==> src/hdl/mcpt_pkg.sv <==
package mcpt_pkg;

    // Build-time sizing
    localparam int CHANNELS      = 4;
    localparam int TIME_BITS     = 24;
    localparam int SLOTS         = 4;
    localparam int SLOT_BITS     = 2;
    localparam int FIELD_BITS    = 24;
    localparam int CHAN_FIELD_W  = 3;
    localparam int CFG_IDX_BITS  = 3;
    localparam int MASK_BITS     = 4;
    localparam int CH_BITS       = (CHANNELS > 1) ? $clog2(CHANNELS) : 1;

    typedef logic [TIME_BITS-1:0] time_t;

    // Per-channel status seen by the top level
    typedef struct packed {
        logic  on;
        time_t holdoff;
    } chan_stat_t;

    // Request kinds
    localparam logic KIND_TICK     = 1'b0;
    localparam logic KIND_ACTIVATE = 1'b1;

    // Error codes
    localparam logic [1:0] ERR_NONE    = 2'd0;
    localparam logic [1:0] ERR_INVALID = 2'd1;
    localparam logic [1:0] ERR_BUSY    = 2'd2;

    // Register reset values
    localparam time_t ON_TIME_RESET      = time_t'(1000);
    localparam time_t HOLDOFF_TIME_RESET = time_t'(5000);

    // Register field to internal time width (truncate or zero-extend)
    function automatic time_t to_time(input logic [FIELD_BITS-1:0] d);
        time_t r;
        r = '0;
        for (int i = 0; i < TIME_BITS; i++)
        begin
            if (i < FIELD_BITS)
                r[i] = d[i];
        end
        return r;
    endfunction

    // Internal time width to result field
    function automatic logic [FIELD_BITS-1:0] to_field(input time_t t);
        logic [FIELD_BITS-1:0] r;
        r = '0;
        for (int i = 0; i < FIELD_BITS; i++)
        begin
            if (i < TIME_BITS)
                r[i] = t[i];
        end
        return r;
    endfunction

endpackage

==> src/hdl/mcpt_chan.sv <==
module mcpt_chan (
    input  logic                 clk,
    input  logic                 rst_n,
    input  logic                 step,
    input  logic                 tick,
    input  logic                 activate,
    input  mcpt_pkg::time_t      on_time,
    input  mcpt_pkg::time_t      holdoff_time,
    output mcpt_pkg::chan_stat_t cur,
    output mcpt_pkg::chan_stat_t nxt
);

    logic            on_reg;
    logic            on_next;
    mcpt_pkg::time_t elapsed_reg;
    mcpt_pkg::time_t elapsed_next;
    mcpt_pkg::time_t holdoff_reg;
    mcpt_pkg::time_t holdoff_next;
    mcpt_pkg::time_t elapsed_inc;
    logic            pulse_end;

    // Saturating on-time count
    assign elapsed_inc = (elapsed_reg != '1) ? elapsed_reg + 1'b1 : elapsed_reg;
    assign pulse_end   = on_reg && (elapsed_inc >= on_time);

    // Next state for one tick or one activate request
    always_comb
    begin
        on_next      = on_reg;
        elapsed_next = elapsed_reg;
        holdoff_next = holdoff_reg;
        if (tick)
        begin
            if (on_reg)
                elapsed_next = elapsed_inc;
            if (pulse_end)
            begin
                on_next      = 1'b0;
                holdoff_next = holdoff_time;
            end
            else if (holdoff_reg != '0)
            begin
                holdoff_next = holdoff_reg - 1'b1;
            end
        end
        else if (activate && !on_reg && (holdoff_reg == '0))
        begin
            on_next      = 1'b1;
            elapsed_next = '0;
        end
    end

    always_ff @(posedge clk or negedge rst_n)
    begin
        if (!rst_n)
        begin
            on_reg      <= 1'b0;
            elapsed_reg <= '0;
            holdoff_reg <= '0;
        end
        else if (step)
        begin
            on_reg      <= on_next;
            elapsed_reg <= elapsed_next;
            holdoff_reg <= holdoff_next;
        end
    end

    assign cur.on      = on_reg;
    assign cur.holdoff = holdoff_reg;
    assign nxt.on      = on_next;
    assign nxt.holdoff = holdoff_next;

endmodule

==> src/hdl/multi_channel_pulse_timer_with_holdoff.sv <==
// Channel   | handshake            | payload
// ----------+----------------------+-----------------------------------------------
// input     | in_valid / in_ready  | kind, channel
// result    | out_valid/ out_ready | accepted, error_code, on_mask, addressed_on,
//           |                      | addressed_available, addressed_holdoff_left
// config    | cfg_we               | cfg_index, cfg_data
//
// One request per cycle while results are taken; a taken request sits in the input
// register, then its result loads into the result register once that register is free
// or being read. All channels update together in the single logic step between those
// registers.
// Reset puts every channel off with no holdoff and loads the register defaults.
// A stalled result holds the pipe; in_ready falls only when both stages are full.
module multi_channel_pulse_timer_with_holdoff (
    input  logic                                    clk,
    input  logic                                    rst_n,
    input  logic                                    in_valid,
    output logic                                    in_ready,
    input  logic                                    kind,
    input  logic [mcpt_pkg::CHAN_FIELD_W-1:0]       channel,
    output logic                                    out_valid,
    input  logic                                    out_ready,
    output logic                                    accepted,
    output logic [1:0]                              error_code,
    output logic [mcpt_pkg::MASK_BITS-1:0]          on_mask,
    output logic                                    addressed_on,
    output logic                                    addressed_available,
    output logic [mcpt_pkg::FIELD_BITS-1:0]         addressed_holdoff_left,
    input  logic                                    cfg_we,
    input  logic [mcpt_pkg::CFG_IDX_BITS-1:0]       cfg_index,
    input  logic [mcpt_pkg::FIELD_BITS-1:0]         cfg_data
);

    mcpt_pkg::time_t      on_time_reg [mcpt_pkg::SLOTS];
    mcpt_pkg::time_t      holdoff_time_reg [mcpt_pkg::SLOTS];
    mcpt_pkg::chan_stat_t stat_cur [mcpt_pkg::CHANNELS];
    mcpt_pkg::chan_stat_t stat_nxt [mcpt_pkg::CHANNELS];

    logic                              s1_valid_reg;
    logic                              s1_kind_reg;
    logic [mcpt_pkg::CHAN_FIELD_W-1:0] s1_channel_reg;
    logic                              advance;
    logic                              is_tick;
    logic                              ch_valid;
    logic [mcpt_pkg::CH_BITS-1:0]      ch_idx;
    logic                              ch_busy;

    logic                              out_valid_reg;
    logic                              accepted_next;
    logic                              accepted_reg;
    logic [1:0]                        error_next;
    logic [1:0]                        error_reg;
    logic [mcpt_pkg::MASK_BITS-1:0]    mask_next;
    logic [mcpt_pkg::MASK_BITS-1:0]    mask_reg;
    logic                              a_on_next;
    logic                              a_on_reg;
    logic                              a_av_next;
    logic                              a_av_reg;
    mcpt_pkg::time_t                   a_hl_next;
    mcpt_pkg::time_t                   a_hl_reg;

    // Configuration registers
    always_ff @(posedge clk or negedge rst_n)
    begin
        if (!rst_n)
        begin
            for (int i = 0; i < mcpt_pkg::SLOTS; i++)
            begin
                on_time_reg[i]      <= mcpt_pkg::ON_TIME_RESET;
                holdoff_time_reg[i] <= mcpt_pkg::HOLDOFF_TIME_RESET;
            end
        end
        else if (cfg_we)
        begin
            if (cfg_index < mcpt_pkg::CFG_IDX_BITS'(mcpt_pkg::SLOTS))
                on_time_reg[cfg_index[mcpt_pkg::SLOT_BITS-1:0]] <= mcpt_pkg::to_time(cfg_data);
            else
                holdoff_time_reg[cfg_index[mcpt_pkg::SLOT_BITS-1:0]] <=
                    mcpt_pkg::to_time(cfg_data);
        end
    end

    // Pipeline flow
    assign advance  = s1_valid_reg && (!out_valid_reg || out_ready);
    assign in_ready = !s1_valid_reg || advance;

    // Input register
    always_ff @(posedge clk or negedge rst_n)
    begin
        if (!rst_n)
            s1_valid_reg <= 1'b0;
        else if (in_valid && in_ready)
            s1_valid_reg <= 1'b1;
        else if (advance)
            s1_valid_reg <= 1'b0;
    end

    always_ff @(posedge clk)
    begin
        if (in_valid && in_ready)
        begin
            s1_kind_reg    <= kind;
            s1_channel_reg <= channel;
        end
    end

    // Request decode
    assign is_tick  = (s1_kind_reg == mcpt_pkg::KIND_TICK);
    assign ch_valid = (s1_channel_reg < mcpt_pkg::CHAN_FIELD_W'(mcpt_pkg::CHANNELS));
    assign ch_idx   = s1_channel_reg[mcpt_pkg::CH_BITS-1:0];
    assign ch_busy  = ch_valid && (stat_cur[ch_idx].on || (stat_cur[ch_idx].holdoff != '0));

    // Channel timers
    for (genvar c = 0; c < mcpt_pkg::CHANNELS; c++)
    begin : g_chan
        mcpt_chan u_chan (
            .clk          (clk),
            .rst_n        (rst_n),
            .step         (advance),
            .tick         (is_tick),
            .activate     (!is_tick && ch_valid && (ch_idx == mcpt_pkg::CH_BITS'(c))),
            .on_time      (on_time_reg[c]),
            .holdoff_time (holdoff_time_reg[c]),
            .cur          (stat_cur[c]),
            .nxt          (stat_nxt[c])
        );
    end

    // Result from the state after the request
    always_comb
    begin
        accepted_next = 1'b0;
        error_next    = mcpt_pkg::ERR_NONE;
        if (!is_tick)
        begin
            if (!ch_valid)
                error_next = mcpt_pkg::ERR_INVALID;
            else if (ch_busy)
                error_next = mcpt_pkg::ERR_BUSY;
            else
                accepted_next = 1'b1;
        end

        mask_next = '0;
        for (int c = 0; c < mcpt_pkg::CHANNELS; c++)
            mask_next[c] = stat_nxt[c].on;

        a_on_next = 1'b0;
        a_av_next = 1'b0;
        a_hl_next = '0;
        if (ch_valid)
        begin
            a_on_next = stat_nxt[ch_idx].on;
            a_av_next = !stat_nxt[ch_idx].on && (stat_nxt[ch_idx].holdoff == '0);
            a_hl_next = stat_nxt[ch_idx].holdoff;
        end
    end

    // Result register
    always_ff @(posedge clk or negedge rst_n)
    begin
        if (!rst_n)
            out_valid_reg <= 1'b0;
        else if (advance)
            out_valid_reg <= 1'b1;
        else if (out_ready)
            out_valid_reg <= 1'b0;
    end

    always_ff @(posedge clk)
    begin
        if (advance)
        begin
            accepted_reg <= accepted_next;
            error_reg    <= error_next;
            mask_reg     <= mask_next;
            a_on_reg     <= a_on_next;
            a_av_reg     <= a_av_next;
            a_hl_reg     <= a_hl_next;
        end
    end

    assign out_valid              = out_valid_reg;
    assign accepted               = accepted_reg;
    assign error_code             = error_reg;
    assign on_mask                = mask_reg;
    assign addressed_on           = a_on_reg;
    assign addressed_available    = a_av_reg;
    assign addressed_holdoff_left = mcpt_pkg::to_field(a_hl_reg);

endmodule

==> config.mk <==
export PLATFORM = sky130hd
export DESIGN_NAME = multi_channel_pulse_timer_with_holdoff
export DESIGN_NICKNAME = d
export VERILOG_FILES = /design/src/hdl/mcpt_pkg.sv /design/src/hdl/mcpt_chan.sv /design/src/hdl/multi_channel_pulse_timer_with_holdoff.sv
export SDC_FILE = /design/constraint.sdc
export NUM_CORES = 1
export LEC_CHECK = 0
export BUFFER_PORTS_ARGS = -buffer_cell sky130_fd_sc_hd__buf_4
export CORE_ASPECT_RATIO = 1.25
export CORE_UTILIZATION = 46
export CTS_CLUSTER_DIAMETER = 80
export DETAILED_ROUTE_END_ITERATION = 8
export PLACE_DENSITY = 0.7
export SETUP_SLACK_MARGIN = 0.2
export SLEW_MARGIN = 20
export SYNTH_ARGS = -nofsm -noshare
export SYNTH_HDL_FRONTEND = slang
export SYNTH_HIERARCHICAL = 1
export SYNTH_SLANG_ARGS = --single-unit
==> constraint.sdc <==
create_clock -name clk -period 5.4 [get_ports clk]
set_input_delay 0.27 -clock clk [delete_from_list [all_inputs] [get_ports clk]]
set_output_delay 0.27 -clock clk [all_outputs]
set_load 0.02 [all_outputs]
After elaboration in Yosys (flattened, before gate mapping)
Cells that the tools add are included.
- input port bits: 36
- logic and storage cells: 271
- output and inout port bits: 35
- register bits: 427
- multiplexer cells: 153
- reductions and logical operators: 56
- bitwise operators: 3
- $lt $le $gt $ge: 9
- add/sub/neg operators: 8
- eq/ne operators: 11
- operator list (kind ; number):
    $mux 24 ; 29
    $bwmux 96 ; 2
    $logic_not 24->1 ; 5
    $reduce_bool 24->1 ; 5
    $mux 1 ; 114
    $bmux 25 s2 ; 2
    $mux 25 ; 4
    $add 24x1->24 const B ; 4
    $ge 24x24->1 ; 4
    $ne 24x24->1 const B ; 4
    $sub 24x1->24 const B ; 4
    $demux 24 s2 ; 1
    $logic_and 1x1->1 ; 22
    $reduce_and 3->1 ; 4
    $reduce_bool 2->1 ; 6
    $ne 2x1->1 const B ; 4
    $logic_not 1->1 ; 7
    $ge 3x3->1 const B ; 2
    $lt 3x3->1 const B ; 2
    $not 2->3 ; 2
    $reduce_and 2->1 ; 3
    $eq 2x2->1 const B ; 2
    $logic_or 1x1->1 ; 3
    $lt 3x1->1 const B ; 1
    other kinds (4) ; 4

Longest topological paths before layout
Gate-level depths: netlist of run 1.
- word-level depth: 12
- depth in mapped cells: 23
- gate-level depth less buffers: 19

Hierarchy
Netlist of run 1, hierarchy kept.
- by module, submodules not included (module ; seq. area each (µm²) ; times used ; area an instance (µm²) ; cells an instance):
    multi_channel_pulse_timer_with_holdoff ; 6020.8 ; 1 ; 9574.2 ; 584
    mcpt_chan at g_chan[0].u_chan ... ; 1226.2 ; 2 ; 4515.6 ; 557
    mcpt_chan at g_chan[1].u_chan ... ; 1226.2 ; 2 ; 4463.0 ; 577

Worst setup path after synthesis of run 1
Ideal clock, no wire load.
- kind: reg-to-reg
- from: register g_chan[2].u_chan.elapsed_reg[2]
- to: register a_av_reg, in the netlist addressed_available, data pin
- path slack: 0.459 ns
- clock period less this slack: 4.941 ns
- buffers on the path: 2
- cell stages (with the launch flop): 21
- data required time: 5.261 ns
- arrival: 4.803 ns
- library setup time: 0.139 ns
- cell sequence: dfrtp_1 clkbuf_1 nand3_1 or3_1 a211oi_2 nand3_1 nor2_1 xor2_1 ha_1 and4_1 nand2b_1 nor3_1 and2_1 o41ai_4 buf_2 o22ai_1 a311o_1 mux4_2 nor4_2 nand4_1 nor2_1
- RTL lines (element ; RTL line ; RTL):
    start, declared ; mcpt_chan.sv:15 ; mcpt_pkg::time_t elapsed_reg;
    start signal, assigned ; mcpt_chan.sv:64 ; elapsed_reg <= elapsed_next;
    end signal, assigned ; multi_channel_pulse_timer_with_holdoff.sv:178 ; a_av_reg <= a_av_next;
    end, declared ; multi_channel_pulse_timer_with_holdoff.sv:58 ; logic a_av_reg;

==> impl_summary.md, run 1 <==
CTS
The H-tree was split into 2 levels. The tree is rooted in a clkbuf_16. The worst-skew pair later-pin latency is 0.60 ns. After clock tree synthesis, the clock-pin slew on the worst setup and hold paths is 0.07 ns. The number of buffers added by the clock tree synthesis step is 49. CTS saw 427 sinks. No sink is reached through more buffers than the 3 on the longest clock path. The clock tree from TritonCTS is yes.

STA
The worst clock skew on the final layout is 0.0361 ns. The post-route clock period utilization is 0.952. The relative slew slack is 0.318. The final total negative setup slack is 0 ns. The total count of hold-check failures in the final report is 0.

Setup repair after global routing could not meet its margin everywhere. The maximum clock frequency is 194 MHz. The number of max-slew violations in the final report is 0. The number of failing setup endpoints in the final timing report is 0.

The shortest period the worst path allows is 5.14 ns. The transition time at the pin with the least slew margin is 1.01 ns.

Place
Detailed placement finished with a half-perimeter wire length of 58300 um. The placer congestion estimate is 0.927. The count of port buffers added during placement is 70.

Logic synthesis
After synthesis, the share of flip-flops with an asynchronous set or reset is 0.913. After synthesis, the netlist uses 84 different library cells. In this run, synthesis inferred 37 flip-flops with an integrated enable. The average instance area after synthesis is 9.65 um^2. The mapped cell area is 27500 um^2. The most used flip-flop cell after synthesis is dfrtp_1. In this run, synthesis produced a sequential element count of 427. The net count of the mapped netlist is 2996. After technology mapping, the gate count stands at 2852. During synthesis, Yosys emitted a total of 6 warnings.

The fraction of the yosys area taken by sequential cells is 0.397.

Outcome
The checks that failed: DRC. The run finished, with violations left.

Drt
The detailed-routing iteration count for the pre-antenna-repair pass is 9. The number of DRC markers after the initial detailed-route iteration is 2520. The routed length per instance is 22.7 um. Once detail routing completed, the nets flagged for antenna violations numbered 0. In the routed layout, each cell is associated on average with a via count of 6.29.

The number of DRC violations after detailed routing is 9. Summed over all layers, the routed wires come to 86200 um. For this block, the via count after detailed routing is 23800.

Critical path
The worst register-to-register path has a setup slack of 0.26 ns. The maximum fanout along the worst path is 14. The reg-to-reg critical path endpoint is addressed_available$_SDFFCE_PP0P_. The start point of the critical path is g_chan[0].u_chan/elapsed_reg[1]$_DFFE_PN0P_.

The delay of the slowest cell on the worst path is 0.53 ns. The number of cells traversed by the worst register-to-register path is 23. The critical path goes through ha_2 -> and2_4 -> buf_4 -> a2111oi_4 -> buf_4 -> buf_4 -> nand2_2 -> xnor2_2 -> ha_1 -> nand4_1 -> nor4_4 -> a22oi_1 -> o211ai_1 -> buf_4 -> o21ai_4 -> buf_4 -> clkbuf_16 -> mux2i_4 -> a2bb2oi_1 -> mux4_2 -> nor4_4 -> nand3_2 -> nor2_1. The startpoint identified for the worst register-to-register timing path is g_chan[0].u_chan/elapsed_reg[1]$_DFFE_PN0P_.

The largest individual stage delay along the critical path comes from the cell mux4_2. Among the stages of the critical path, the cell type that occurs most often is buf_4. The class of the most critical setup path is reg2reg. STA classifies the critical path startpoint as a register. The required time of the critical path is 5.87 ns. For the worst setup path, the data arrival time is 5.61 ns.

The worst setup path is captured at a register.

Power and ir drop
The sequential fraction of design power is 0.435. Of the total power, the clock network draws 0.370. The share of power burned in combinational logic is 0.194.

The total internal power is 0.00660 W. The switching power is 0.00287 W. The peak ir drop on the vdd network is 0.262 mV. For this design the static power due to leakage is 13.9 nW. The net switching share of the total power is 0.303. In this run the power density over the cells is 295 nW/um^2.

Hold path
The path class of the tightest hold or removal check is in2reg. The end of the worst hold path is on_time_reg[56]$_DFFE_PN1P_. The worst hold path passes through 2 cells. The worst hold path begins at cfg_data[8].

Finish
After filler insertion, the fill cell instance count of the layout stands at 5149. Relative to the synthesized area, the layout overhead comes to 16.7%. The end-of-flow core utilization is 0.547.

In the layout the commonest cells are dfrtp_1, nand2_1, buf_4, o21ai_0, mux2_1. The most common library cell in the layout ignoring fill and taps is dfrtp_1. The total number of nets in the final design is 3126.

In the final layout, the share of cells above drive strength 1 is 0.197.

GRT
Global routing finished with a remaining overflow of 0. The first-pass GRT wire length is 131000 um. The number of antenna violations at the first check in global routing came to 18. The total routing usage reported by global routing is 0.274. Entering global routing, the biggest net connects 108 pins. The number of global-route vias before repair is 22900.

Floorplan
71 I/O pins were placed. The initial standard-cell utilization of the core is 0.469. The die span in x is 221 um. The floorplan has 99 rows. The total area inside the core boundary comes to 58700 um^2. From bottom edge to top edge, the die measures 276 um. The floorplan step defined a die boundary enclosing 60800 um^2.

Flow run
The max-cap violation count is 0.
## worst max-delay path by stage
stage | slack (ns) | to
final | 0.26 | addressed_available$_SDFFCE_PP0P_
after global routing | 0.04 | addressed_available$_SDFFCE_PP0P_
after CTS | 0.20 | addressed_available$_SDFFCE_PP0P_
after detailed placement | 0.05 | addressed_available$_SDFFCE_PP0P_
after global placement | 0.13 | addressed_available$_SDFFCE_PP0P_
after floorplan | 0.46 | addressed_available$_SDFFCE_PP0P_
## cell families (layout without fill, tap and decap cells)
family | count (synthesis) | after routing | share of synthesized area
AO/OA/AOI/OAI | 692 | 692 | 0.166
XOR/XNOR | 76 | 76 | 0.0242
adder cells (fa/ha/maj) | 108 | 108 | 0.0491
buffers and inverters | 330 | 501 | 0.0512
flip-flops | 427 | 427 | 0.397
multiplexers | 313 | 313 | 0.134
other | 0 | 9 | 0
AND/OR/NAND/NOR | 906 | 906 | 0.178
## cell type report
type | count | area [um^2] | area share
Antenna cell | 9 | 22.5 | 0.000701
Clock buffer | 62 | 1370 | 0.0426
Clock inverter | 30 | 309 | 0.00962
Inverter | 167 | 632 | 0.0197
Multi-Input combinational cell | 2095 | 15800 | 0.492
Sequential cell | 427 | 11000 | 0.341
Tap cell | 757 | 947 | 0.0295
Timing Repair Buffer | 242 | 2090 | 0.0650
## cells in the mapped netlist (all sizes together), types with 7 or more instances
library cell	instances	area [um^2]
a21oi	146	731
o211ai	9	67.6
and4	10	92.6
clkbuf	103	387
a22oi	82	616
a2bb2oi	68	596
xor2	30	263
o22ai	8	50.1
nor2	152	601
mux4	25	563
nand2	263	987
nand3b	11	90.1
a21boi	18	135
nor3	63	345
nand3	112	636
a21o	12	90.1
ha	108	1350
mux2i	84	841
o21ai	211	1060
nand2b	25	176
a22o	44	385
o31ai	20	150
xnor2	46	403
inv	165	619
nand4	56	380
buf	60	395
or3	20	145
nor2b	33	206
dfstp	44	1160
a31oi	24	150
mux2	204	2300
or4	24	188
nor3b	7	72.6
edfxtp	37	1110
nor4	58	479
and2	26	163
dfrtp	346	8660
nand4b	9	78.8
and3	19	129
## critical path, delay by kind of cell, from the launching register on
| family | cells | cell delay, ns |
|---|---|---|
| simple gates | 7 | 1.10 |
| compound gates | 5 | 1.06 |
| buf+inv | 6 | 1.04 |
| mux | 2 | 0.77 |
| fa+ha+maj | 2 | 0.52 |
| flops | 1 | 0.38 |
| xor+xnor | 1 | 0.15 |
## layer usage
| metal | up-vias | routed length [um] | GRT usage |
|---|---|---|---|
| li1 | 10800 | - | - |
| met2 | 1038 | 41200 | 0.459 |
| met5 | - | 0 | 0 |
| met3 | 197 | 6180 | 0.0327 |
| met1 | 11800 | 35100 | 0.359 |
| met4 | 0 | 3740 | 0.120 |
## power groups by stage
stage / Sequential [W] / Combinational (W) / Clock [W]
detailed placement: 0.00416 / 0.00171 / 0
global placement: 0.00414 / 0.00166 / 0
CTS: 0.00410 / 0.00174 / 0.00357
finish: 0.00412 / 0.00184 / 0.00350
floorplan: 0.00407 / 0.00111 / 0
global route: 0.00418 / 0.00200 / 0.00368
## metrics by stage
step,setup slack [ns],area [um^2],std cells,hold WS [ns],power [W]
3_3_place_gp,0.134,29100,3618,0.402,0.00579
2_1_floorplan,0.459,27500,2852,-0.0256,0.00518
5_1_grt,0.0361,32100,3780,0.0826,0.00986
6_report,0.258,32100,3789,0.0873,0.00947
3_5_place_dp,0.0475,29200,3619,0.424,0.00587
4_1_cts,0.204,31100,3729,0.0688,0.00942
## repair_timing
action	in CTS	in global routing
gates resized for setup	20	124
setup endpoints to repair	2	19
gates cloned	0	5
pin swaps	7	46
buffers inserted	10	46
hold buffers	8	0
endpoints found under the hold margin	93	0
(Power assumes the default switching activity.)
==> run 2: changes to the inputs <==
--- a/config.mk
+++ b/config.mk
@@ -7,10 +7,11 @@
 export LEC_CHECK = 0
 export BUFFER_PORTS_ARGS = -buffer_cell sky130_fd_sc_hd__buf_4
 export CORE_ASPECT_RATIO = 1.25
-export CORE_UTILIZATION = 46
+export CORE_UTILIZATION = 51
 export CTS_CLUSTER_DIAMETER = 80
 export DETAILED_ROUTE_END_ITERATION = 8
-export PLACE_DENSITY = 0.7
+export PLACE_DENSITY = 0.71
+export RECOVER_POWER = 100
 export SETUP_SLACK_MARGIN = 0.2
 export SLEW_MARGIN = 20
 export SYNTH_ARGS = -nofsm -noshare
==> run 2 against run 1 <==
The flow finishes with violations (capacitance limit, slew limit). Design area down 1.7%. First-iteration DRC count shrank 14%. Via count shrank 1.4%. Die area fell by 9.7%. Highest routed layer is now met5.
==> impl_summary.md, run 2 (synthesis results as in run 1) <==
Outcome
The run finished, with violations left. The final reports fail on capacitance limit, slew limit.

Finish
The library cell used most frequently in the layout, excluding fill and tap cells, is dfrtp_1. In the layout the commonest cells are dfrtp_1, nand2_1, o21ai_0, mux2_1, inv_1. The sequential cell area is 11000 um^2 (about the same).

The total area of multi-input combinational cells was 15600 um^2 (-1.0%). The total number of nets in the final design is 3117 (-0.29%). The fraction of final layout cells with drive strength greater than 1 is 0.169 (-0.0278). The layout filler cell count is 4443 (-14%). The area growth from synthesis to layout is 14.7%. The finished layout cell area is 31600 um^2 (-1.7%).

Drt
The via total after detailed routing is 23500 (-1.4%). The number of DRC markers after the initial detailed-route iteration was 2168 (-14%). The number of DRC violations after detailed routing came to 0 (-9). The residual antenna-violating net count after detailed routing was 0 (unchanged). The via density per instance is 6.37 (+1.3%). The routed length per instance is 23.1 um (+1.6%). The overall routed net length is 85200 um (-1.1%). The detailed-routing iteration count for the pre-antenna-repair pass is 7 (-2).

Power and ir drop
The static leakage is 13.6 nW (-2.4%). The total internal power is 0.00647 W (-2.0%). The switching power is 0.00282 W (-1.5%). The power density of the placed cells was 294 nW/um^2 (-0.15%). The peak ir drop on the vdd network is 0.415 mV (+58%).

The share of power burned in combinational logic is 0.188 (-0.006). The sequential fraction of design power is 0.445 (+0.010). The power share of the clock group came to 0.367 (-0.003).

The net switching share of the total power is 0.304 (+0.00121).

CTS
The buffer type at the clock tree root is clkbuf_16. The worst-skew pair later-pin latency is 0.60 ns (about the same). The clock tree from TritonCTS is yes.

The number of buffers added by the clock tree synthesis step is 46 (-6.1%). The CTS H-tree depth was 2 (unchanged). The total clock sinks came to 427 (unchanged). The clock slew at the register clock pins of the worst setup and hold paths is 0.07 ns (about the same). The maximum root-to-sink buffer count is 3 (unchanged).

Critical path
The arrival time at the worst endpoint was 5.59 ns (-0.02 ns). In this run the worst setup path begins at g_chan[3].u_chan/elapsed_reg[4]$_DFFE_PN0P_. The sort of element at the end of the critical path is a register. The class of the most critical setup path is reg2reg. The number of cells traversed by the worst register-to-register path came to 18 (-22%). The maximum fanout along the worst path is 8 (-6). The startpoint kind of the worst setup timing path is a register.

The endpoint identified for the worst register-to-register timing path is addressed_available$_SDFFCE_PP0P_. The setup slack on the worst flop-to-flop path is 0.26 ns (about the same). The required time of the critical path is 5.86 ns (about the same). The startpoint identified for the worst register-to-register timing path is g_chan[3].u_chan/elapsed_reg[4]$_DFFE_PN0P_.

Floorplan
The core footprint is 52900 um^2 (-9.9%). The row count is 94 (-5.1%). The die span in x is 210 um (-5.0%). The number of ports placed on the die boundary is 71 (unchanged). The die outline height is 262 um (-5.0%). The area of the die is 54900 um^2 (-9.7%).

The initial standard-cell utilization of the core is 0.520 (+0.0513).

STA
The transition time at the pin with the least slew margin is 2.75 ns (+1.73 ns). The total count of hold-check failures in the final report came to 0 (unchanged). The worst clock skew on the final layout is 0.0233 ns (-0.0128 ns). The shortest period the worst path allows is 5.14 ns (-0.00480 ns). The relative slew slack was -0.830 (-1.15). Setup repair after global routing could not meet its margin everywhere. The maximum clock frequency was 195 MHz (about the same). The post-route clock period utilization is 0.951 (about the same). The number of max-slew violations in the final report was 514 (+514). The number of failing setup endpoints in the final timing report came to 0 (unchanged).

The worst setup margin is 0.263 ns (+0.00480 ns).

Hold path
The worst min-delay path startpoint is cfg_data[3]. The worst hold path terminates at holdoff_time_reg[51]$_DFFE_PN1P_. The worst hold path depth was 2 (unchanged).

The path class of the tightest hold or removal check is in2reg.

GRT
The pin count of the biggest net entering global routing was 113 (+4.6%). The number of antenna violations at the first check in global routing is 11 (-7). The number of global-route vias before repair was 22600 (-1.4%). The first-pass GRT wire length is 129000 um (-1.5%).

The total routing usage reported by global routing came to 0.302 (+0.0281). The overflow left after global routing is 0 (unchanged).

Place
The count of port buffers added during placement was 70 (unchanged). The HPWL reported at the end of detailed placement is 57500 um (-1.5%). The placer congestion estimate is 0.946 (+2.1%). The worst setup slack after placement is -0.00190 ns (-0.0494 ns). The total placed instance area is 29000 um^2 (-0.60%).

Flow run
The max-cap violation count is 12 (+12).
==> run 2: cell count changes in the layout (fill, tap and decap cells not counted), moves of 9 or more <==
cell	delta
buf_4	-65
clkbuf_1	+55
o21ai_0	+16
o21ai_1	-16
clkinv_2	-9
==> run 2: layout make-up <==
class	count	share of cell area
Antenna cell	5	0.000396
Clock buffer	61	0.0415
Clock inverter	25	0.00986
Inverter	167	0.0200
Multi-Input combinational cell	2095	0.495
Sequential cell	427	0.347
Tap cell	672	0.0266
Timing Repair Buffer	236	0.0590
==> run 2: how the worst max path moves through the flow <==
stage / endpoint / cells after the start
after detailed placement: addressed_available$_SDFFCE_PP0P_ / 19
after global placement: addressed_available$_SDFFCE_PP0P_ / 19
after global routing: addressed_available$_SDFFCE_PP0P_ / 20
after CTS: addressed_available$_SDFFCE_PP0P_ / 19
after floorplan: addressed_available$_SDFFCE_PP0P_ / 20
final: addressed_available$_SDFFCE_PP0P_ / 18
==> run 2: metal layers <==
layer / vias up / part of all wire / global-route usage
li1: 10700 / - / -
met1: 11600 / 0.40 / 0.401
met2: 978 / 0.48 / 0.499
met3: 223 / 0.071 / 0.0373
met4: 2 / 0.048 / 0.133
met5: - / 0.00018 / 0
==> run 2: repair_timing <==
action / in CTS / in global routing
hold buffers: 7 / 0
pin swaps: 6 / 52
buffers inserted: 5 / 57
hold endpoints to repair: 99 / 0
setup endpoints to repair: 3 / 25
gates resized for setup: 15 / 118
gates cloned: 1 / 6
==> run 2: critical path: stages (launching register included) <==
cell and delay, ns:
dfrtp_1 0.44, and4_4 0.30, nand4_1 0.15, or3_4 0.44
or3b_1 0.41, xnor2_1 0.15, ha_1 0.28, nand4_1 0.15
nor4_2 0.35, a22oi_1 0.13, o211ai_1 0.25, o21ai_4 0.20
clkbuf_16 0.24, mux2i_1 0.16, a22o_1 0.24, mux4_2 0.51
nor4_4 0.31, nand3_2 0.15, nor2_1 0.12
==> run 2: power by group through the flow <==
| stage | clock, W | combinational (W) | sequential [W] |
|---|---|---|---|
| 2_1_floorplan | 0 | 0.00111 | 0.00407 |
| 4_1_cts | 0.00347 | 0.00172 | 0.00412 |
| 3_5_place_dp | 0 | 0.00169 | 0.00417 |
| 6_report | 0.00341 | 0.00175 | 0.00414 |
| 5_1_grt | 0.00360 | 0.00191 | 0.00419 |
| 3_3_place_gp | 0 | 0.00163 | 0.00415 |
==> run 2: through the flow <==
stage | hold WS, ns | setup TNS [ns] | utilization | std cells | total power [W]
3_5_place_dp | 0.373 | -0.00190 | 0.548 | 3521 | 0.00585
3_3_place_gp | 0.370 | 0 | 0.547 | 3520 | 0.00578
5_1_grt | 0.0883 | -0.0142 | 0.596 | 3683 | 0.00970
4_1_cts | 0.0677 | 0 | 0.583 | 3620 | 0.00930
6_report | 0.0877 | 0 | 0.597 | 3688 | 0.00929
2_1_floorplan | -0.0256 | 0 | - | 2852 | 0.00518
